`src/sv/assert_macros.svh`:
```
// Assertion macros shared by the heading tracker modules.
`ifndef ASSERT_MACROS_SVH
`define ASSERT_MACROS_SVH

// Check cons in the same cycle as ante.
`define SLHT_ASSERT_IMP(label, ante, cons, msg) \
  label: assert property (@(posedge clk) disable iff (!rst_n) (ante) |-> (cons)) \
    else $error(msg);

// Check cons in the cycle after ante.
`define SLHT_ASSERT_NXT(label, ante, cons, msg) \
  label: assert property (@(posedge clk) disable iff (!rst_n) (ante) |=> (cons)) \
    else $error(msg);

`endif

```
`src/sv/slht_pkg.sv`:
```
// Types, constants and arctangent table for the slew-limited heading tracker.
package slht_pkg;

  localparam int ANGLE_BITS   = 16;
  localparam int CORDIC_STEPS = 30;
  localparam int CMP_W        = ((ANGLE_BITS > 16) ? ANGLE_BITS : 16) + 1;
  localparam int Q_DEPTH      = 4;
  localparam int Q_AW         = 2;

  localparam logic [31:0] ATAN_TURNS [CORDIC_STEPS] = '{
    32'h20000000, 32'h12E4051D, 32'h09FB385B, 32'h051111D4, 32'h028B0D43,
    32'h0145D7E1, 32'h00A2F61E, 32'h00517C55, 32'h0028BE53, 32'h00145F2E,
    32'h000A2F98, 32'h000517CC, 32'h00028BE6, 32'h000145F3, 32'h0000A2F9,
    32'h0000517C, 32'h000028BE, 32'h0000145F, 32'h00000A2F, 32'h00000517,
    32'h0000028B, 32'h00000145, 32'h000000A2, 32'h00000051, 32'h00000028,
    32'h00000014, 32'h0000000A, 32'h00000005, 32'h00000002, 32'h00000001
  };

  typedef enum logic [1:0] {
    CFG_PIVOT_X  = 2'd0,
    CFG_PIVOT_Y  = 2'd1,
    CFG_MAX_RATE = 2'd2
  } cfg_idx_t;

  typedef struct packed {
    logic signed [11:0] target_x;
    logic signed [11:0] target_y;
    logic [15:0]        elapsed;
  } slht_in_t;

  typedef struct packed {
    logic [15:0] heading;
    logic        limited;
  } slht_out_t;

  typedef struct packed {
    logic signed [11:0] pivot_x;
    logic signed [11:0] pivot_y;
    logic [15:0]        max_rate;
  } slht_cfg_t;

  typedef struct packed {
    logic [ANGLE_BITS-1:0] bearing;
    logic [15:0]           lim;
  } slht_job_t;

endpackage

```
`src/sv/slht_queue.sv`:
```
// Short queue between the bearing pipeline and the heading update.
module slht_queue (
  input  logic                clk,
  input  logic                rst_n,
  input  logic                push_valid,
  output logic                push_stall,
  input  slht_pkg::slht_job_t push_data,
  output logic                pop_valid,
  input  logic                pop_ready,
  output slht_pkg::slht_job_t pop_data
);
  import slht_pkg::*;

  slht_job_t       mem_r [Q_DEPTH];
  logic [Q_AW-1:0] wr_r, rd_r;
  logic [Q_AW:0]   cnt_r;
  logic            push, pop;

  assign push_stall = (cnt_r == (Q_AW+1)'(Q_DEPTH));
  assign pop_valid  = (cnt_r != '0);
  assign push       = push_valid && !push_stall;
  assign pop        = pop_valid && pop_ready;
  assign pop_data   = mem_r[rd_r];

  always_ff @(posedge clk) begin
    if (!rst_n) begin
      wr_r  <= '0;
      rd_r  <= '0;
      cnt_r <= '0;
    end else begin
      if (push) wr_r <= wr_r + 1'b1;
      if (pop) rd_r <= rd_r + 1'b1;
      unique case ({push, pop})
        2'b10:   cnt_r <= cnt_r + 1'b1;
        2'b01:   cnt_r <= cnt_r - 1'b1;
        default: cnt_r <= cnt_r;
      endcase
    end
  end

  always_ff @(posedge clk) begin
    if (push) mem_r[wr_r] <= push_data;
  end

`include "assert_macros.svh"
  `SLHT_ASSERT_IMP(a_cnt_bound, 1'b1, cnt_r <= (Q_AW+1)'(Q_DEPTH), "queue count over depth")
  `SLHT_ASSERT_NXT(a_cnt_inc, push && !pop, cnt_r == $past(cnt_r) + 1'b1, "push lost")
  `SLHT_ASSERT_NXT(a_cnt_dec, pop && !push, cnt_r == $past(cnt_r) - 1'b1, "pop lost")

endmodule

```
`config.mk`:
```
export PLATFORM = sky130hd
export DESIGN_NAME = slht_queue
export DESIGN_NICKNAME = d
export VERILOG_FILES = /design/src/sv/slht_pkg.sv /design/src/sv/slht_queue.sv
export VERILOG_INCLUDE_DIRS = /design/src /design/src/sv
export SDC_FILE = /design/constraint.sdc
export NUM_CORES = 1
export LEC_CHECK = 0
export BUFFER_PORTS_ARGS = -buffer_cell sky130_fd_sc_hd__buf_2
export CAP_MARGIN = 20
export CELL_PAD_IN_SITES_DETAIL_PLACEMENT = 1
export CELL_PAD_IN_SITES_GLOBAL_PLACEMENT = 1
export CORE_MARGIN = 1.5
export CORE_UTILIZATION = 45
export DETAILED_ROUTE_END_ITERATION = 16
export PLACE_DENSITY_LB_ADDON = 0.1
export RECOVER_POWER = 100
export REMOVE_ABC_BUFFERS = 1
export SLEW_MARGIN = 20
export SYNTH_ARGS = -nofsm -noshare
export SYNTH_HDL_FRONTEND = slang
export SYNTH_SLANG_ARGS = --single-unit
```
`constraint.sdc`:
```
create_clock -name clk -period 1.9 [get_ports clk]
set_clock_uncertainty 0.05 [all_clocks]
set_input_delay 0.38 -clock clk [delete_from_list [all_inputs] [get_ports clk]]
set_output_delay 0.38 -clock clk [all_outputs]
set_load 0.02 [all_outputs]
```
* Yosys cells after proc, flatten, opt, wreduce, memory -nomap -nowiden
Memory sizes are Yosys's and may differ from the RTL's. A register that Yosys moved wholly into a read port is not among the register bits.
Index checks and enable logic that the tools add are counted.
** Storage, ports and cells
- Register bits after elaboration :: 7
- Bits in writable memories :: 128
- Word-level logic and storage cells :: 21
- Memories :: 1
** Operators by class
- $add $sub $neg :: 4
- Equal/unequal tests :: 3
- Muxes and demuxes :: 5
- Reduce and logical (&&, ||, !) cells :: 5
** Memory list
- mem_r :: words 4, bits a word 32, rd ports 1, clocked after memory_dff 1, wr ports 1, line slht_queue.sv:14 : slht_job_t mem_r [Q_DEPTH];
** Operator list (count)
- 3-bit one-hot mux with 2 select lines :: 1
- 2-bit by 1-bit adder with 2-bit output (second input constant) :: 2
- 2-bit 2-to-1 mux :: 2
- 3-bit by 1-bit adder with 3-bit output (second input constant) :: 1
- 3-bit equality test (second input constant) :: 1
- 3-bit nonzero test :: 1
- 3-bit by 1-bit subtractor with 3-bit output (second input constant) :: 1
- 2-bit by 1-bit equality test with 1-bit output (second input constant) :: 1
- 2-bit equality test (second input constant) :: 1
- 1-bit logical AND :: 2
- 1-bit 2-to-1 mux :: 2
- 2-bit nonzero test :: 1
- 1-bit zero test :: 1

* Logic depth before layout (Yosys ltp)
Gate-level depths: netlist (run 1).
- Word-level depth :: 5
- Gate-level depth with buffers :: 10

* Worst setup path before layout (run 1)
No wires, ideal clock.
- Kind :: register to register
- Start :: register cnt_r[2]
- End :: register cnt_r[2]
- Setup time :: 76 ps
- Arrival :: 2196 ps
- Required time :: 1774 ps
- Path slack :: -422 ps
- Stages on the path, launching flop included :: 11
- Clock period less this slack :: 2322 ps
- Cell sequence :: dfxtp_1 > nor3b_2 > nor2b_1 > buf_2 > inv_1 > ha_1 > inv_1 > fa_1 > xor2_1 > or3_1 > a21boi_0
** On the way
- Word-level cells in the longest chain between the ends :: 5
- Elaborated cells on any way between the ends :: 11
- Those cells by class :: add/sub (2); eq/ne (3); mux (1); reduce/logical (5)
** Ends and longest elaborated chain
- start, declared :: line slht_queue.sv:16 : logic [Q_AW:0] cnt_r;
- start signal, assigned :: line slht_queue.sv:34 : 2'b10: cnt_r <= cnt_r + 1'b1;
- start signal, assigned :: line slht_queue.sv:35 : 2'b01: cnt_r <= cnt_r - 1'b1;
- start signal, assigned :: line slht_queue.sv:36 : default: cnt_r <= cnt_r;
- 3-bit equality test * :: line slht_queue.sv:19 : assign push_stall = (cnt_r == (Q_AW+1)'(Q_DEPTH));
- net push_stall :: line slht_queue.sv:6 : output logic push_stall,
- 1-bit zero test * :: line slht_queue.sv:21 : assign push = push_valid && !push_stall;
- 1-bit logical AND * :: line slht_queue.sv:21
- 2-bit by 1-bit equality test with 1-bit output / 2-bit equality test (equally long branches) :: line slht_queue.sv:33 : unique case ({push, pop})
- 3-bit one-hot mux with 2 select lines / 2-bit nonzero test (equally long branches)
Mark *: on every way through the listed nets, which the timed path passes. The rest lies on a longest branch.
A chain may end at the register's enable or synchronous reset.

==> results by group, run 1 <==
Floorplanning
  • Die height: ~110 um
  • Starting density of the core: 0.4695
  • Die Span X: ~110 um
  • Die ar.: 0.01211 mm2
  • Core area: 0.01098 mm2
  • IO Pins: 70
  • Row count: 38

Clock network
  • CTS Buf Count: 17
  • Root Buffer: clkbuf_16
  • Hold Buf Count CTS: 0
  • Num Clock Sinks: between 100 and 150
  • CTS tree: yes
  • Clk_lat worst skew: 0.41 ns
  • Max Buffers Root-to-Sink: 2
  • Reg clk slew, reported paths: 0.05 ns
  • Htree depth: 4

STA
  • FMAX: 465.5 MHz
  • Final setup viols: 53
  • Rel. slew slack: 0.6893
  • Pins Over Slew Limit: 0
  • Final TNS setup: -6.873 ns
  • Unrepaired setup endpoints after global routing: true
  • Period utilization: 1.131
  • Hold Vio Cnt, Final: 0
  • Fin crit period: between 2 and 2.5 ns
  • Worst-margin pin slew: around 0.46 ns
  • Worst setup margin: -0.2483 ns

Setup path
  • Critical path type: reg -> out
  • Slowest CP cell: mux4_1
  • Startpoint Class: register
  • Max incr delay on CP: 0.54 ns
  • Max FO, Critical Path: 9
  • CP arrival: between 1.5 and 2 ns
  • Worst path required time: between 1 and 1.5 ns
  • Setup crit end kind: output pin
  • CP Cell Sequence: buf_12, mux4_1, buf_2

Route
  • Antenna-violating nets left: 0
  • DR vias/cell: between 5 and 6
  • Vias: about 2500
  • Iteration-0 DRC Markers: 81
  • Routed WL: slightly below 10 mm
  • Routed length per placed instance: 20.55 um
  • TritonRoute pass-1 iters: 4
  • DRC Markers: 0

Finish
  • Layout area overhead: 25.94%
  • Most frequent cells in the layout: edfxtp_1 (128), clkbuf_1 (35), mux4_2 (31), buf_6 (20), buf_2 (18)
  • Fraction of layout cells with a size suffix above 1: 0.3716
  • Ant. Diodes: 0
  • Final core utilization: 0.5913
  • Post-route cell area: around 0.0065 mm2
  • Most common cell after layout, fill and taps aside: edfxtp_1
  • Layout net count: ~360

Logic synthesis
  • Cell taking the most area after synthesis: edfxtp_1
  • Cells after Synth: roughly 220
  • Area contributors post-synth: edfxtp_1 (75%), mux4_2 (13%), dfxtp_1 (3.5%)
  • Yosys cell types: 23
  • Most used DFF post-synth: edfxtp_1
  • Synth Cell Area: 0.005156 mm2
  • EDFF count, synth: 128
  • Yosys reg bits: about 140
  • Area share of the largest cell type after synthesis: 0.7455
  • Async set-or-reset flop fraction in the synthesized netlist: 0
  • Synth Area per Inst: about 24 um2
  • Syn. warnings: 0
  • Post-synthesis sequential area ratio: 0.7804

Worst hold path
  • Min-Delay Path Class: in -> reg

Flow run
  • MaxCap Viol Count: 0

Global routing
  • Gr usage total: 0.1819
  • First-pass GRT wire length: between 15 and 20 mm
  • GRT overflow: 0
  • Largest net degree at the start of global routing: 33
  • Initial antenna violation count: 0
  • Vias in the first global route: around 2800

Placement
  • Dpl hpwl: just under 6 mm
  • Port-buffer cells: 69
  • Pre-CTS setup slack: -0.2007 ns
  • GPL Wtd Cong: 0.7208
  • Placed instance area: between 0.005 and 0.006 mm2

Status
  • Status: finished with violations
  • Failing checks: negative setup slack

Power and ir drop
  • Pleak: ~2.2 nW
  • Power Dens Cells: roughly 1500 mW/mm2
  • Pwr Total: 9.732 mW
  • Maximum vdd drop: 0.8312 mV
-- critical path: cells and delay by family, from the launching register on --
family                 cells  cell delay [ns]
DFF                        1             0.42
muxes                      1             0.54
buffers and inverters      2             0.34
-- sequential cells by signal (all words and copies together), names as in the netlist, named ones only --
name / flops
mem_r: 128
cnt_r: 3
rd_r: 2
wr_r: 2
-- Yosys cell counts (2+ instances only) --
library cell / count
and2_1: 7
buf_12: 3
buf_2: 4
dfxtp_1: 9
edfxtp_1: 128
ha_1: 5
inv_1: 6
mux2i_1: 2
mux4_1: 2
mux4_2: 30
nand2_1: 5
nor2b_1: 3
o21ai_0: 2
or3_1: 2
xnor2_1: 3
-- cells by family after synthesis --
kind of cell | share of synthesized area
flip-flops | 0.7804
XOR/XNOR | 0.006796
AND/OR/NAND/NOR | 0.02063
buffers and inverters | 0.02281
adder cells (fa/ha/maj) | 0.01602
AO/OA/AOI/OAI | 0.008252
multiplexers | 0.1451
-- per-stage QoR --
step,std cells,hold WS [ns]
after floorplan,210,0.4177
final,471,0.1822
after global routing,471,0.1866
after CTS,470,0.1169
after global placement,438,0.4374
after detailed placement,438,0.4636
-- layer usage --
layer | up-vias | routed length [um] | global-route usage
li1 | 1105 | - | -
met1 | 1292 | 4089 | 0.2211
met2 | 51 | 5097 | 0.3066
met3 | 9 | 370 | 0.06055
met4 | 0 | 123 | 0.06122
met5 | - | 0 | 0
-- area by class of cell --
type / count / area [um2]
Multi-Input combinational cell: 67 / 1026
Clock inverter: 13 / 158.9
Sequential cell: 137 / 4034
Clock buffer: 18 / 429.2
Fill cell: 949 / 4489
Inverter: 6 / 22.52
Tap cell: 140 / 175.2
Timing Repair Buffer: 90 / 648.1
-- power by group --
group	switching, mW	internal (mW)	total, mW
logic	1.32	1.34	2.66
registers	0.131	3.66	3.79
clock network	1.13	2.15	3.28
-- path summary, 6_finish.rpt --
| kind | from | endpoint | slack (ns) | depth (start not counted) |
|---|---|---|---|---|
| setup / recovery | register | pop_data[28] | -0.25 | 3 |
| hold / removal | push_data[7] | mem_r[3][7]$_DFFE_PP_ | 0.18 | 1 |
| setup reg to reg | cnt_r[1]$_SDFFE_PN0P_ | cnt_r[2]$_SDFFE_PN0P_ | -0.10 | 9 |
| hold reg to reg | wr_r[1]$_SDFFE_PN0P_ | wr_r[1]$_SDFFE_PN0P_ | 0.47 | 2 |
-- repair_timing --
item | 4_1_cts | 5_1_grt
setup buffers | 0 | 1
gates resized for setup | 44 | 13
pin swaps | 2 | 1
setup endpoints to repair | 33 | 35
cloned | 1 | 0
No activity file was read; power rests on OpenSTA's default activity.
==> run 2, diff against run 1 <==
CELL_PAD_IN_SITES_DETAIL_PLACEMENT = unset   (was 1)
CELL_PAD_IN_SITES_GLOBAL_PLACEMENT = unset   (was 1)
CORE_UTILIZATION = 51   (was 45)
PLACE_DENSITY = 0.75   (was unset)
PLACE_DENSITY_LB_ADDON = unset   (was 0.1)
==> results by group, run 2 (synthesis results as in run 1) <==
Finish
  • Ant. Diodes: 0 (unchanged)
  • Fill count: 648 (was 949)
  • Final non-filler cell total: 472 (was 471)
  • Largest register by flop count: mem_r (unchanged)
  • Layout area overhead: 28.56% (was 25.94%)
  • Most frequent cells in the layout: edfxtp_1 (128), buf_6 (38), clkbuf_1 (34), mux4_2 (32), clkbuf_16 (16) (was edfxtp_1 (128), clkbuf_1 (35), mux4_2 (31), buf_6 (20), buf_2 (18))
  • Layout net count: 369 (was 361)
  • Most common cell after layout, fill and taps aside: edfxtp_1 (unchanged)
  • Fraction of layout cells with a size suffix above 1: 0.3953 (was 0.3716)
  • Biggest regs: mem_r (128), cnt_r (3) (unchanged)
  • Max FFs per register: 128 (unchanged)

Global routing
  • First-pass GRT wire length: 14.69 mm (was 15.24 mm)
  • Largest net degree at the start of global routing: 27 (was 33)
  • GRT overflow: 0 (unchanged)
  • Vias in the first global route: 2623 (was 2755)
  • Initial antenna violation count: 0 (unchanged)
  • Gr usage total: 0.1919 (was 0.1819)

Floorplanning
  • Die height: 103.6 um (was 110.0 um)
  • IO Pins: 70 (unchanged)
  • Core area: 0.009774 mm2 (was 0.01098 mm2)
  • Starting density of the core: 0.5275 (was 0.4695)
  • Die ar.: 0.01072 mm2 (was 0.01211 mm2)
  • Die Span X: 103.6 um (was 110.0 um)
  • Row count: 36 (was 38)

Clock network
  • CTS tree: yes (unchanged)
  • Max Buffers Root-to-Sink: 2 (unchanged)
  • Root Buffer: clkbuf_8 (was clkbuf_16)
  • CTS Buf Count: 17 (unchanged)
  • Reg clk slew, reported paths: 0.05 ns (about the same)
  • Clk_lat worst skew: 0.51 ns (was 0.41 ns)
  • Htree depth: 4 (unchanged)
  • Num Clock Sinks: 137 (unchanged)

Route
  • Antenna-violating nets left: 0 (unchanged)
  • Routed WL: 9.497 mm (was 9.680 mm)
  • Vias: 2529 (was 2457)
  • Routed length per placed instance: 20.12 um (was 20.55 um)
  • DR vias/cell: 5.358 (was 5.217)
  • TritonRoute pass-1 iters: 4 (unchanged)
  • Iteration-0 DRC Markers: 171 (was 81)
  • DRC Markers: 0 (unchanged)

Power and ir drop
  • Pwr Total: 9.833 mW (was 9.732 mW)
  • Power Dens Cells: 1483 mW/mm2 (was 1499 mW/mm2)
  • Maximum vdd drop: 0.6841 mV (was 0.8312 mV)
  • Pleak: 2.254 nW (was 2.183 nW)

Setup path
  • Max incr delay on CP: 0.51 ns (was 0.54 ns)
  • R2R depth: 9 (unchanged)
  • Setup crit end kind: output pin (unchanged)
  • CP arrival: 1.81 ns (was 1.72 ns)
  • CP Cell Sequence: buf_12, buf_16, mux4_2, buf_6 (was buf_12, mux4_1, buf_2)
  • Startpoint Class: register (unchanged)
  • FF-to-FF Start: cnt_r[1]$_SDFFE_PN0P_ (unchanged)
  • Slowest CP cell: mux4_2 (was mux4_1)
  • Worst path required time: 1.47 ns (about the same)
  • Critical path type: reg -> out (unchanged)
  • Max FO, Critical Path: 6 (was 9)

STA
  • Period utilization: 1.181 (was 1.131)
  • Final setup viols: 36 (was 53)
  • Pins Over Slew Limit: 0 (unchanged)
  • Hold Vio Cnt, Final: 0 (unchanged)
  • Final TNS setup: -10.07 ns (was -6.873 ns)
  • FMAX: 445.6 MHz (was 465.5 MHz)
  • Worst setup margin: -0.3441 ns (was -0.2483 ns)
  • Unrepaired setup endpoints after global routing: true (unchanged)
  • Rel. slew slack: 0.7101 (was 0.6893)
  • Hold Slack: 0.08049 ns (was 0.1822 ns)
  • Fin crit period: 2.244 ns (was 2.148 ns)
  • Worst-margin pin slew: 0.4294 ns (was 0.4603 ns)

Placement
  • Dpl hpwl: 5.204 mm (was 5.956 mm)
  • Pre-CTS setup slack: -0.1452 ns (was -0.2007 ns)
  • GPL Wtd Cong: 0.6875 (was 0.7208)
  • Placed Cells: 432 (was 438)
  • Port-buffer cells: 69 (unchanged)

Worst hold path
  • Worst hold start: push_data[22] (was push_data[7])
  • Worst hold path depth: 1 (unchanged)
  • Min-Delay Path Class: in -> reg (unchanged)

Flow run
  • MaxCap Viol Count: 0 (unchanged)

Status
  • Status: finished with violations (unchanged)
  • Failing checks: negative setup slack (unchanged)
run 2: cell types whose count changed in the layout (fill, tap and decap cells not counted), moves of 3 or more:
cell / delta
and2_0: -3
and2_2: +3
buf_2: -13
buf_4: +3
buf_6: +18
run 2: critical path, delay by kind of cell (launching register included):
family | cells | cell delay, ns
buffers and inverters | 3 | 0.40
multiplexers | 1 | 0.51
flip-flops | 1 | 0.39
run 2: final cells by class:
class | count | area [um2] | share of cell area
well taps | 133 | 166.4 | 0.02510
repair buffers | 98 | 845.8 | 0.1276
flip-flops and latches | 137 | 4030 | 0.6080
multi-input cells | 67 | 1010 | 0.1523
inverters | 6 | 22.52 | 0.003398
clock inverters | 12 | 132.6 | 0.02001
clock buffers | 19 | 421.7 | 0.06361
run 2: path summary, 6_finish.rpt:
kind              slack (ns)                      to
setup / recovery       -0.34            pop_data[22]
hold / removal          0.08  mem_r[1][22]$_DFFE_PP_
setup reg to reg       -0.20   cnt_r[2]$_SDFFE_PN0P_
hold reg to reg         0.46    wr_r[1]$_SDFFE_PN0P_
run 2: timing repair:
action | in CTS | in global routing
setup endpoints to repair | 34 | 35
hold buffers | 0 | 0
buffers inserted | 7 | 3
resized for setup | 88 | 3
pin swaps | 2 | 2
cloned | 3 | 0
run 2: where the power goes:
| group | total [mW] | internal, mW | switching [mW] |
|---|---|---|---|
| registers | 3.78 | 3.66 | 0.120 |
| logic | 3.00 | 1.61 | 1.38 |
| clock network | 3.06 | 1.96 | 1.10 |
run 2: routing by layer:
metal / track usage / vias up / wire, um
met2: 0.3095 / 73 / 4942
met5: 0 / - / 0
met4: 0.06349 / 0 / 42
li1: - / 1118 / -
met1: 0.2461 / 1334 / 4059
met3: 0.06734 / 4 / 452
run 2: stage by stage:
stage	instance area (um2)	util
detailed placement	5806	0.5940
global route	6629	0.6782
floorplan	5061	-
finish	6629	0.6782
CTS	6748	0.6903
global placement	5806	0.5940
