--- config.mk ---
export PLATFORM = sky130hd
export DESIGN_NAME = slht_back
export DESIGN_NICKNAME = d
export VERILOG_FILES = /design/src/sv/slht_pkg.sv /design/src/sv/slht_back.sv
export VERILOG_INCLUDE_DIRS = /design/src /design/src/sv
export SDC_FILE = /design/constraint.sdc
export NUM_CORES = 1
export LEC_CHECK = 0
export BUFFER_PORTS_ARGS = -buffer_cell sky130_fd_sc_hd__buf_2
export CORE_ASPECT_RATIO = 0.9
export CORE_MARGIN = 5
export CORE_UTILIZATION = 45
export CTS_BUF_LIST = sky130_fd_sc_hd__clkbuf_8
export CTS_CLUSTER_DIAMETER = 200
export DETAILED_ROUTE_END_ITERATION = 8
export GPL_TIMING_DRIVEN = 0
export HOLD_SLACK_MARGIN = 0.06
export PLACE_DENSITY_LB_ADDON = 0.08
export SETUP_SLACK_MARGIN = 0.02
export SYNTH_ARGS = -nofsm -noshare
export SYNTH_HDL_FRONTEND = slang
export SYNTH_SLANG_ARGS = --single-unit
export TNS_END_PERCENT = 10
--- constraint.sdc ---
create_clock -name clk -period 5.6 [get_ports clk]
set_clock_uncertainty 0.15 [all_clocks]
set_input_delay 0.84 -clock clk [delete_from_list [all_inputs] [get_ports clk]]
set_output_delay 0.84 -clock clk [all_outputs]
set_load 0.01 [all_outputs]
--- src/sv/assert_macros.svh ---
// Assertion macros shared by the heading tracker modules.
`ifndef ASSERT_MACROS_SVH
`define ASSERT_MACROS_SVH

// Check cons in the same cycle as ante.
`define SLHT_ASSERT_IMP(label, ante, cons, msg) \
  label: assert property (@(posedge clk) disable iff (!rst_n) (ante) |-> (cons)) \
    else $error(msg);

// Check cons in the cycle after ante.
`define SLHT_ASSERT_NXT(label, ante, cons, msg) \
  label: assert property (@(posedge clk) disable iff (!rst_n) (ante) |=> (cons)) \
    else $error(msg);

`endif

--- src/sv/slht_pkg.sv ---
// Types, constants and arctangent table for the slew-limited heading tracker.
package slht_pkg;

  localparam int ANGLE_BITS   = 16;
  localparam int CORDIC_STEPS = 30;
  localparam int CMP_W        = ((ANGLE_BITS > 16) ? ANGLE_BITS : 16) + 1;
  localparam int Q_DEPTH      = 4;
  localparam int Q_AW         = 2;

  localparam logic [31:0] ATAN_TURNS [CORDIC_STEPS] = '{
    32'h20000000, 32'h12E4051D, 32'h09FB385B, 32'h051111D4, 32'h028B0D43,
    32'h0145D7E1, 32'h00A2F61E, 32'h00517C55, 32'h0028BE53, 32'h00145F2E,
    32'h000A2F98, 32'h000517CC, 32'h00028BE6, 32'h000145F3, 32'h0000A2F9,
    32'h0000517C, 32'h000028BE, 32'h0000145F, 32'h00000A2F, 32'h00000517,
    32'h0000028B, 32'h00000145, 32'h000000A2, 32'h00000051, 32'h00000028,
    32'h00000014, 32'h0000000A, 32'h00000005, 32'h00000002, 32'h00000001
  };

  typedef enum logic [1:0] {
    CFG_PIVOT_X  = 2'd0,
    CFG_PIVOT_Y  = 2'd1,
    CFG_MAX_RATE = 2'd2
  } cfg_idx_t;

  typedef struct packed {
    logic signed [11:0] target_x;
    logic signed [11:0] target_y;
    logic [15:0]        elapsed;
  } slht_in_t;

  typedef struct packed {
    logic [15:0] heading;
    logic        limited;
  } slht_out_t;

  typedef struct packed {
    logic signed [11:0] pivot_x;
    logic signed [11:0] pivot_y;
    logic [15:0]        max_rate;
  } slht_cfg_t;

  typedef struct packed {
    logic [ANGLE_BITS-1:0] bearing;
    logic [15:0]           lim;
  } slht_job_t;

endpackage

--- src/sv/slht_back.sv ---
// Back end: clamps the turn to the step limit, updates the heading, holds the result.
module slht_back (
  input  logic                clk,
  input  logic                rst_n,
  input  logic                job_valid,
  output logic                job_ready,
  input  slht_pkg::slht_job_t job,
  output logic                out_valid,
  input  logic                out_stall,
  output slht_pkg::slht_out_t out_data
);
  import slht_pkg::*;

  logic [ANGLE_BITS-1:0] heading_r, heading_nxt;
  logic                  out_valid_r;
  slht_out_t             out_data_r;
  logic [ANGLE_BITS-1:0] du, mag, lim_a;
  logic                  neg, hit, take;

  assign job_ready = !out_valid_r || !out_stall;
  assign take      = job_valid && job_ready;
  assign out_valid = out_valid_r;
  assign out_data  = out_data_r;

  always_comb begin
    du    = job.bearing - heading_r;
    neg   = du[ANGLE_BITS-1];
    mag   = neg ? -du : du;
    lim_a = ANGLE_BITS'(job.lim);
    hit   = CMP_W'(mag) > CMP_W'(job.lim);
    if (!hit) begin
      heading_nxt = job.bearing;
    end else if (neg) begin
      heading_nxt = heading_r - lim_a;
    end else begin
      heading_nxt = heading_r + lim_a;
    end
  end

  always_ff @(posedge clk) begin
    if (!rst_n) begin
      heading_r   <= '0;
      out_valid_r <= 1'b0;
    end else if (take) begin
      heading_r   <= heading_nxt;
      out_valid_r <= 1'b1;
    end else if (!out_stall) begin
      out_valid_r <= 1'b0;
    end
  end

  always_ff @(posedge clk) begin
    if (take) begin
      out_data_r.heading <= 16'(heading_nxt);
      out_data_r.limited <= hit;
    end
  end

`include "assert_macros.svh"
  `SLHT_ASSERT_NXT(a_hold_heading, out_valid_r && out_stall, $stable(heading_r),
                   "heading moved while result stalled")
  `SLHT_ASSERT_NXT(a_take_shows, take, out_valid_r, "taken request not shown")
  `SLHT_ASSERT_IMP(a_out_matches, out_valid_r, out_data_r.heading == 16'(heading_r),
                   "result differs from heading state")

endmodule

* Word level (Yosys, flattened, before mapping)
Index checks and enable logic that the tools add are counted.
** Storage, ports and cells
- Input port bits :: 36
- Register bits after elaboration :: 34
- Word-level logic and storage cells :: 19
- Output and inout port bits :: 19
** Cells by class
- Magnitude comparators :: 1
- Reduce and logical (&&, ||, !) cells :: 4
- Eq/ne operators :: 1
- Mux-type cells :: 5
- $add $sub $neg :: 4
** Operators with widths (number)
- $mux W16 :: 3
- $sub A16 B16 Y16 :: 2
- $add A16 B16 Y16 :: 1
- $gt A16 B16 Y1 :: 1
- $neg A16 Y16 :: 1
- $logic_not A1 Y1 :: 2
- $mux W1 :: 2
- $ne A2 B1 Y1 const B :: 1
- $logic_and A1 B1 Y1 :: 1
- $logic_or A1 B1 Y1 :: 1

* Longest topological paths before layout
Gate-level depths: netlist (run 1).
- Depth in word-level cells :: 5
- Mapped depth :: 21
- Mapped depth without buffers :: 20

* Worst setup path after synthesis (run 1)
OpenSTA, ideal clock, no wires.
- Kind :: in2reg
- Start point :: input port job[16] (netlist bit)
- End point :: register heading_r[3]
- Arrival time :: 5.170 ns
- Setup time :: 0.116 ns
- Stages :: 21
- Slack :: 0.163 ns
- Path buffers :: 1
- Data required time :: 5.334 ns
- Cell sequence :: inv_1 > ha_1 > inv_1 > fa_1 > a21oi_2 > o21bai_1 > xnor2_1 > o211ai_1 > nor4_2 > nand3_1 > or3_1 > nor4_2 > ha_1 > a211o_1 > nor3_1 > a21oi_1 > or4_1 > and2_4 > buf_6 > mux2_4 > o211a_1
** Between the ends
- Longest elaborated chain between the ends :: 5
- Elaborated cells between the ends (all ways) :: 6
- Those cells by class :: 2 x add/sub; 1 x order compare; 3 x mux
** Ends and longest elaborated chain
- start: declaration :: line slht_back.sv:7 : input slht_pkg::slht_job_t job,
- $sub A16 B16 Y16 (*) :: line slht_back.sv:26 : du = job.bearing - heading_r;
- $neg A16 Y16 :: line slht_back.sv:28 : mag = neg ? -du : du;
- $mux W16 :: line slht_back.sv:28
- $gt A16 B16 Y1 :: line slht_back.sv:30 : hit = CMP_W'(mag) > CMP_W'(job.lim);
- $mux W16 (*) :: line slht_back.sv:31 : if (!hit) begin
- named net heading_nxt[3] :: line slht_back.sv:14 : logic [ANGLE_BITS-1:0] heading_r, heading_nxt;
- end signal: assignment :: line slht_back.sv:45 : heading_r <= heading_nxt;
- end: declaration :: line slht_back.sv:14
Mark *: on every way through the listed nets, which the timed path passes. The rest lies on a longest branch.
A chain may end at the register's enable or synchronous reset.

* Worst setup path after layout (run 1)
- Start point :: input port job[16] (netlist bit)
- End point :: register heading_r[6]
Same word-level chain as after synthesis.

==> results.md, run 1 <==
- Max VDD drop: roughly 0.00018 V
- HPWL after DPL: between 8000 and 9000 um
- Wirelength per Cell: 16.2 um
- I/O Pins: between 50 and 60
- Finish-stage setup viols: 0
- Max Slew Vio Count: 0
- Worst-path clk slew: around 70 ps
- Post-Synthesis Cells: around 440
- Post-route cell area: approximately 4600 um2
- First-pass GRT wire length: roughly 16000 um
- CP required: roughly 5600 ps
- Max Freq: ~180 MHz
- Share of post-route cells with drive strength above 1: a little under a quarter
- Syn avg cell area: 8.85 um2
- Cell Count Post-Placement: about 600
- TritonRoute pass-1 iters: 4
- Post-DRT Antenna Nets: 0
- Top-area cell type share of the netlist area: between 10% and 20%
- Total grt overflow: 0
- # hold bufs at CTS: 0
- Cell Area, Placed: between 4000 and 5000 um2
- CTS tree: yes
- Total track usage: between 10% and 20%
- Max H-tree Level: 2
- Synth Cell Area: about 3900 um2
- Clk buf depth: 2
- Power, Total: approximately 2.0 mW
- Worst-Skew Late Latency: 290 ps
- Critical path's slowest cell: or4_4
- Total CTS buffers: 5
- Die area: between 10000 and 15000 um2
- Period utilization: between 90% and 100%
- Hold Crit Class: flop to flop
- Detailed-route DRC error count: 0
- Pre-CTS setup slack: -476 ps
- Largest net degree at the start of global routing: 22
- Post-synthesis sequential area ratio: between 20% and 30%
- NumNets Final: between 500 and 600
- Antenna violations before repair: 0
- Buffer and inverter count on the worst path: 5
- Unique masters post-synth: between 70 and 80
- DR vias/cell: approximately 5.5
- Slew margin rel.: between 40% and 50%
- Critical path type: primary input to flop
- Crit path top cell by count: a21oi_2
- Crit path max fanout: 5
- Crit path max-delay family: simple AND/OR/NAND/NOR gates
- Critical Path, Cell by Cell: buf_6 -> inv_4 -> ha_4 -> inv_2 -> fa_2 -> a21oi_2 -> buf_4 -> o21bai_4 -> xnor2_2 -> o211ai_1 -> nor4_2 -> nand3_1 -> or3_4 -> nor4_4 -> ha_1 -> a211o_1 -> nor3_2 -> a21oi_2 -> or4_4 -> and2_4 -> clkbuf_16 -> mux2_4 -> o211a_1
- Fin. Hold Viols: 0
- Synth top area cells: ha_1, edfxtp_1, xnor2_1, dfxtp_1, inv_1
- Clk sink count: 34
- Leak: 2.15 nW
- Syn. warnings: 0
- PD cells: 441 nW/um2
- Layout area overhead: 18.3%
- Most used DFF post-synth: edfxtp_1
- Vias in the first global route: 3170
- Initial core utilization: a little under half
- RSZ-0062 raised after global routing: yes
- Max Cap Violations: 0
- Iter 0 DRT Violations: between 100 and 150
- Worst-margin pin slew: 834 ps
- CP endpoint kind: flop
- Fillers: 784
- Non-Filler Instances: between 600 and 700
- Row count: 32
- CP startpoint kind: primary input
- Final wirelength: ~10000 um
- Synthesized flop and latch total: 34
- Clock root buffer: clkbuf_8
- Crit path largest cell delay: ~430 ps
- Cell accounting for the most synthesized area: ha_1
- Die height: around 98 um
- # diodes: 0
- CP arrival: around 5600 ps
- Mapped Nets: approximately 530
- Core Region: 8530 um2
- Post-layout min period: approximately 5500 ps
- Port Buffers: 53
- Via count: 3435
- Number of flops mapped to enable cells by yosys: 17
- Run status: complete, no violations
- Final worst slack: just under 70 ps
- Asr flop ratio synth: 0%
- Routability cong.: approximately 0.89
- Die X: between 100 and 150 um
[logic make-up after synthesis]
group | count (synthesis) | synth area share (%)
AO/OA/AOI/OAI | 116 | 21.8
AND/OR/NAND/NOR | 116 | 15.5
buffers and inverters | 57 | 6.09
XOR/XNOR | 53 | 13.2
adder cells (fa/ha/maj) | 50 | 16.4
flip-flops | 34 | 21.8
multiplexers | 15 | 5.25
[synth_stat cells (3+ instances only)]
cell type,n
nor2b_1,4
mux2_4,10
buf_6,3
a41o_1,3
o31ai_1,5
xor2_1,10
nand4_1,4
o21ai_0,13
mux2_1,3
nand2_1,33
a211oi_1,4
a21o_1,7
o211ai_1,4
ha_1,48
nand2b_1,3
dfxtp_1,17
nor3_1,7
nor2_1,31
a21oi_1,27
clkbuf_1,5
a31oi_1,8
o211a_1,11
nand3_1,7
edfxtp_1,17
o21a_1,9
xnor2_1,39
inv_1,48
[flip-flops by register name, indices dropped and copies added (netlist names)]
register   count
out_data      17
heading_r     16
out_valid      1
[final timing paths]
check	start	to	slack, ps	depth (start not counted)
hold reg to reg	out_valid	out_valid	360	2
setup / recovery	job[16]	heading_r[6]	70	23
setup reg to reg	heading_r[2]	heading_r[6]	350	19
hold / removal	out_valid	out_valid	360	2
[layer usage]
layer | wire length [um] | GRT usage, % | vias to the layer above
met2 | 4190 | 27.4 | 88
met3 | 546 | 1.65 | 11
li1 | - | - | 1732
met5 | 0 | 0 | -
met1 | 5310 | 29.5 | 1604
met4 | 160 | 5.44 | 0
[what timing repair did]
item                       4_1_cts  5_1_grt
pin swaps                        4        9
setup endpoints to repair       28       31
setup buffers                    4        4
cloned                           0        1
resized for setup                4       22
[power by group]
group	total (mW)	internal (mW)	switching (mW)
Sequential	0.341	0.324	0.0167
Clock	0.181	0.0839	0.0972
Combinational	1.52	0.704	0.813
[worst min-delay path: stages, from the launching register on]
cell,delay [ps]
dfxtp_1,340
a21oi_1,70
nor2_1,70
[placed cells by master (no fill, tap or decap), types with 7 or more instances in the layout]
cell type   n
dfxtp_1    17
edfxtp_1   17
o21a_1      9
a21oi_1    26
xnor2_1    36
mux2_4     12
nor2_1     31
buf_4       8
o211a_1    11
inv_1      47
buf_2      53
ha_1       46
nand3_1     7
o21ai_0    13
a21o_1      7
nand2_1    33
a31oi_1     8
xor2_1     10
[through the flow]
step	TNS [ps]	util, %	hold WS [ps]
floorplan	0	-	389
global placement	-11510	50.6	330
detailed placement	-12730	50.6	344
CTS	0	52.2	363
global route	-1990	54.2	417
finish	0	54.2	364
[layout make-up]
type                    instances  area [um2]  area share [%]
plain buffers                   9        66.3            1.44
clock buffers                   5        68.8            1.49
well taps                     119         149            3.22
flip-flops and latches         34         851            18.4
multi-input cells             350        2930            63.5
clock inverters                 3        12.5           0.271
repair buffers                 62         357            7.72
inverters                      48         183            3.95
Power figures use the tool's default switching activity.
==> inputs of run 2 (changes only) <==
--- a/config.mk
+++ b/config.mk
@@ -7,9 +7,11 @@
 export NUM_CORES = 1
 export LEC_CHECK = 0
 export BUFFER_PORTS_ARGS = -buffer_cell sky130_fd_sc_hd__buf_2
+export CELL_PAD_IN_SITES_DETAIL_PLACEMENT = 1
+export CELL_PAD_IN_SITES_GLOBAL_PLACEMENT = 1
 export CORE_ASPECT_RATIO = 0.9
 export CORE_MARGIN = 5
-export CORE_UTILIZATION = 45
+export CORE_UTILIZATION = 41
 export CTS_BUF_LIST = sky130_fd_sc_hd__clkbuf_8
 export CTS_CLUSTER_DIAMETER = 200
 export DETAILED_ROUTE_END_ITERATION = 8
==> run 2 against run 1 <==
Net effect: die area grew 8.8%; final cell count up 0.63%; clock power is 3% lower; routed wire length grew 14%; sequential power hardly changed; global-route usage grew 0.99 points; count of clock-buffer cells in the layout unchanged; highest routed layer unchanged.
==> results.md, run 2 (synthesized netlist as in run 1, its figures left out) <==
- Max Slew Vio Count: 0 (unchanged)
- Worst-margin pin slew: 812 ps (-21.8 ps)
- Worst-path clk slew: 70 ps (about the same)
- Wirelength per Cell: 18.3 um (+13%)
- Clk buf depth: 2 (unchanged)
- Slew margin rel.: 45.8% (+1.5 points)
- Die X: 113 um (+4.3%)
- PD cells: 450 nW/um2 (+1.9%)
- Setup TNS: 0 ps (unchanged)
- Total grt overflow: 0 (unchanged)
- Commonest cells after routing, fill and taps aside: buf_2, ha_1, inv_1, nand2_1, xnor2_1
- Max VDD drop: 0.000167 V (-8.3%)
- DR vias/cell: 5.51 (+1.1%)
- Largest net degree at the start of global routing: 22 (unchanged)
- Finish-stage setup viols: 0 (unchanged)
- CP endpoint kind: flop
- Iter 0 DRT Violations: 180 (+25%)
- Port Buffers: 53 (unchanged)
- Max Cap Violations: 0 (unchanged)
- CTS tree: yes
- Non-Filler Instances: 634 (+0.63%)
- Crit path top cell by count: nor2_1
- Vias in the first global route: 3521 (+11%)
- Layout area overhead: 18.9%
- Clk pwr share: 8.4% (-0.5 points)
- Fillers: 1106 (+41%)
- Total track usage: 19.9% (+0.99 points)
- WHS Path Cells: 2 (unchanged)
- CP arrival: 5410 ps (-150 ps)
- Core Region: 9210 um2 (+8.0%)
- Routability cong.: 0.837 (-5.5%)
- Busiest grt layer: met2
- Total CTS buffers: 5 (unchanged)
- # hold bufs at CTS: 0 (unchanged)
- Most common cell after layout, fill and taps aside: buf_2
- Max Freq: 181 MHz (+0.30%)
- I/O Pins: 55 (unchanged)
- R2r setup slk: 340 ps (about the same)
- Pint: 1.12 mW (+1.1%)
- TritonRoute pass-1 iters: 4 (unchanged)
- Fin. Hold Viols: 0 (unchanged)
- Crit path largest cell delay: 410 ps (-20 ps)
- Period utilization: 98.5% (-0.29 points)
- Switching share of power: 46.2% (+0.72 points)
- Run status: complete, no violations
- Met3 usage: 1.35% (-0.30 points)
- Max H-tree Level: 2 (unchanged)
- Post-DRT Antenna Nets: 0 (unchanged)
- Cell Count Post-Placement: 616 (+0.49%)
- # diodes: 0 (unchanged)
- Crit path max fanout: 10 (+5)
- Die area: 11600 um2 (+8.8%)
- Worst-case reg-to-reg path depth: 20 (+1)
- Hold slack final: 377 ps (+13.1 ps)
- Hold Crit Class: flop to flop
- Leak: 2.16 nW (+0.59%)
- Power share of the combinational group: 75.2% (+0.8 points)
- Antenna violations before repair: 0 (unchanged)
- CP required: 5490 ps (-140 ps)
- RSZ-0062 raised after global routing: yes
- Grt met2 use: 33.1% (+5.6 points)
- Die height: 103 um (+4.3%)
- Seq pwr share: 16.4% (-0.3 points)
- Share of post-route cells with drive strength above 1: 24.4% (+0.54 points)
- Max FFs per register: 17 (unchanged)
- Net Switching: 0.964 mW (+4.1%)
- Met1 usage: 28.8% (-0.70 points)
- HPWL after DPL: 9380 um (+17%)
- Final wirelength: 11600 um (+14%)
- First-pass GRT wire length: 18300 um (+15%)
- Via count: 3494 (+1.7%)
- Row count: 33 (+3.1%)
- Post-layout min period: 5510 ps (-16.3 ps)
- Worst-Skew Late Latency: 290 ps (about the same)
- Critical Path, Cell by Cell: buf_2 -> ha_1 -> nand2_1 -> a211oi_4 -> o21ai_4 -> a211oi_4 -> nor2_1 -> xnor3_1 -> clkbuf_4 -> nor2_1 -> xnor2_2 -> ha_1 -> o21a_1 -> o31a_1 -> o211ai_1 -> a31oi_1 -> o21a_1 -> nor2_1 -> xnor3_1 -> mux2_2
- NumNets Final: 598 (+0.34%)
- Initial core utilization: 42.4% (-3.4 points)
- Detailed-route DRC error count: 0 (unchanged)
- Critical path's slowest cell: ha_1
- CP startpoint kind: primary input
- Critical path type: primary input to flop
- Clk sink count: 34 (unchanged)
- Clock root buffer: clkbuf_8
==> run 2: cell types whose count changed in the layout (fill, tap and decap cells not counted), moves of 2 or more <==
cell     delta
xnor2_2     +3
xnor2_1     -3
buf_4       +2
mux2_4      -2
a21oi_2     -2
==> run 2: repair_timing <==
action	in CTS	in global routing
endpoints found under the setup margin	31	31
gates resized for setup	8	19
endpoints found under the hold margin	0	0
pin swaps	6	1
gates cloned	0	1
buffers inserted	5	5
==> run 2: final cells by class <==
| cell class | instances | area [um2] | area share, % |
|---|---|---|---|
| inverters | 48 | 183 | 3.93 |
| repair buffers | 64 | 372 | 8.00 |
| multi-input cells | 350 | 2940 | 63.3 |
| clock inverters | 2 | 10.0 | 0.216 |
| plain buffers | 9 | 68.8 | 1.48 |
| well taps | 122 | 153 | 3.29 |
| flip-flops and latches | 34 | 851 | 18.3 |
| clock buffers | 5 | 68.8 | 1.48 |
==> run 2: worst paths after layout <==
path,from,end
setup / recovery,job[20],out_data[16]
hold / removal,out_valid,out_valid
setup reg to reg,heading_r[4],out_data[16]
hold reg to reg,out_valid,out_valid
==> run 2: metal layers <==
metal	vias to the layer above	wire length, um
met1	1683	5770
met5	-	0
met4	0	110
met3	9	480
met2	70	5250
li1	1732	-
==> run 2: worst max-delay path: cells and delay by family <==
| kind | cells | cell delay, ps |
|---|---|---|
| AO/OA/AOI/OAI | 8 | 1750 |
| XOR/XNOR | 3 | 830 |
| AND/OR/NAND/NOR | 4 | 560 |
| multiplexers | 1 | 280 |
| adder cells (fa/ha/maj) | 2 | 740 |
| buffers and inverters | 2 | 400 |
==> run 2: stage by stage <==
step / instance area, um2 / utilization (%) / setup WS (ps) / total power [mW]
3_5_place_dp: 4320 / 46.9 / -571 / 1.79
2_1_floorplan: 3910 / - / 163 / 1.43
4_1_cts: 4490 / 48.7 / 39.1 / 2.01
5_1_grt: 4640 / 50.4 / -143 / 2.25
3_3_place_gp: 4320 / 46.9 / -482 / 1.74
6_report: 4640 / 50.4 / 85.7 / 2.09
==> run 2: power by group through the flow <==
stage          clock network (mW)  registers [mW]  logic (mW)
6_report                    0.175           0.342        1.57
5_1_grt                     0.191           0.349        1.71
4_1_cts                     0.178           0.343        1.49
3_5_place_dp                    0           0.347        1.44
3_3_place_gp                    0           0.346        1.40
2_1_floorplan                   0           0.362        1.07
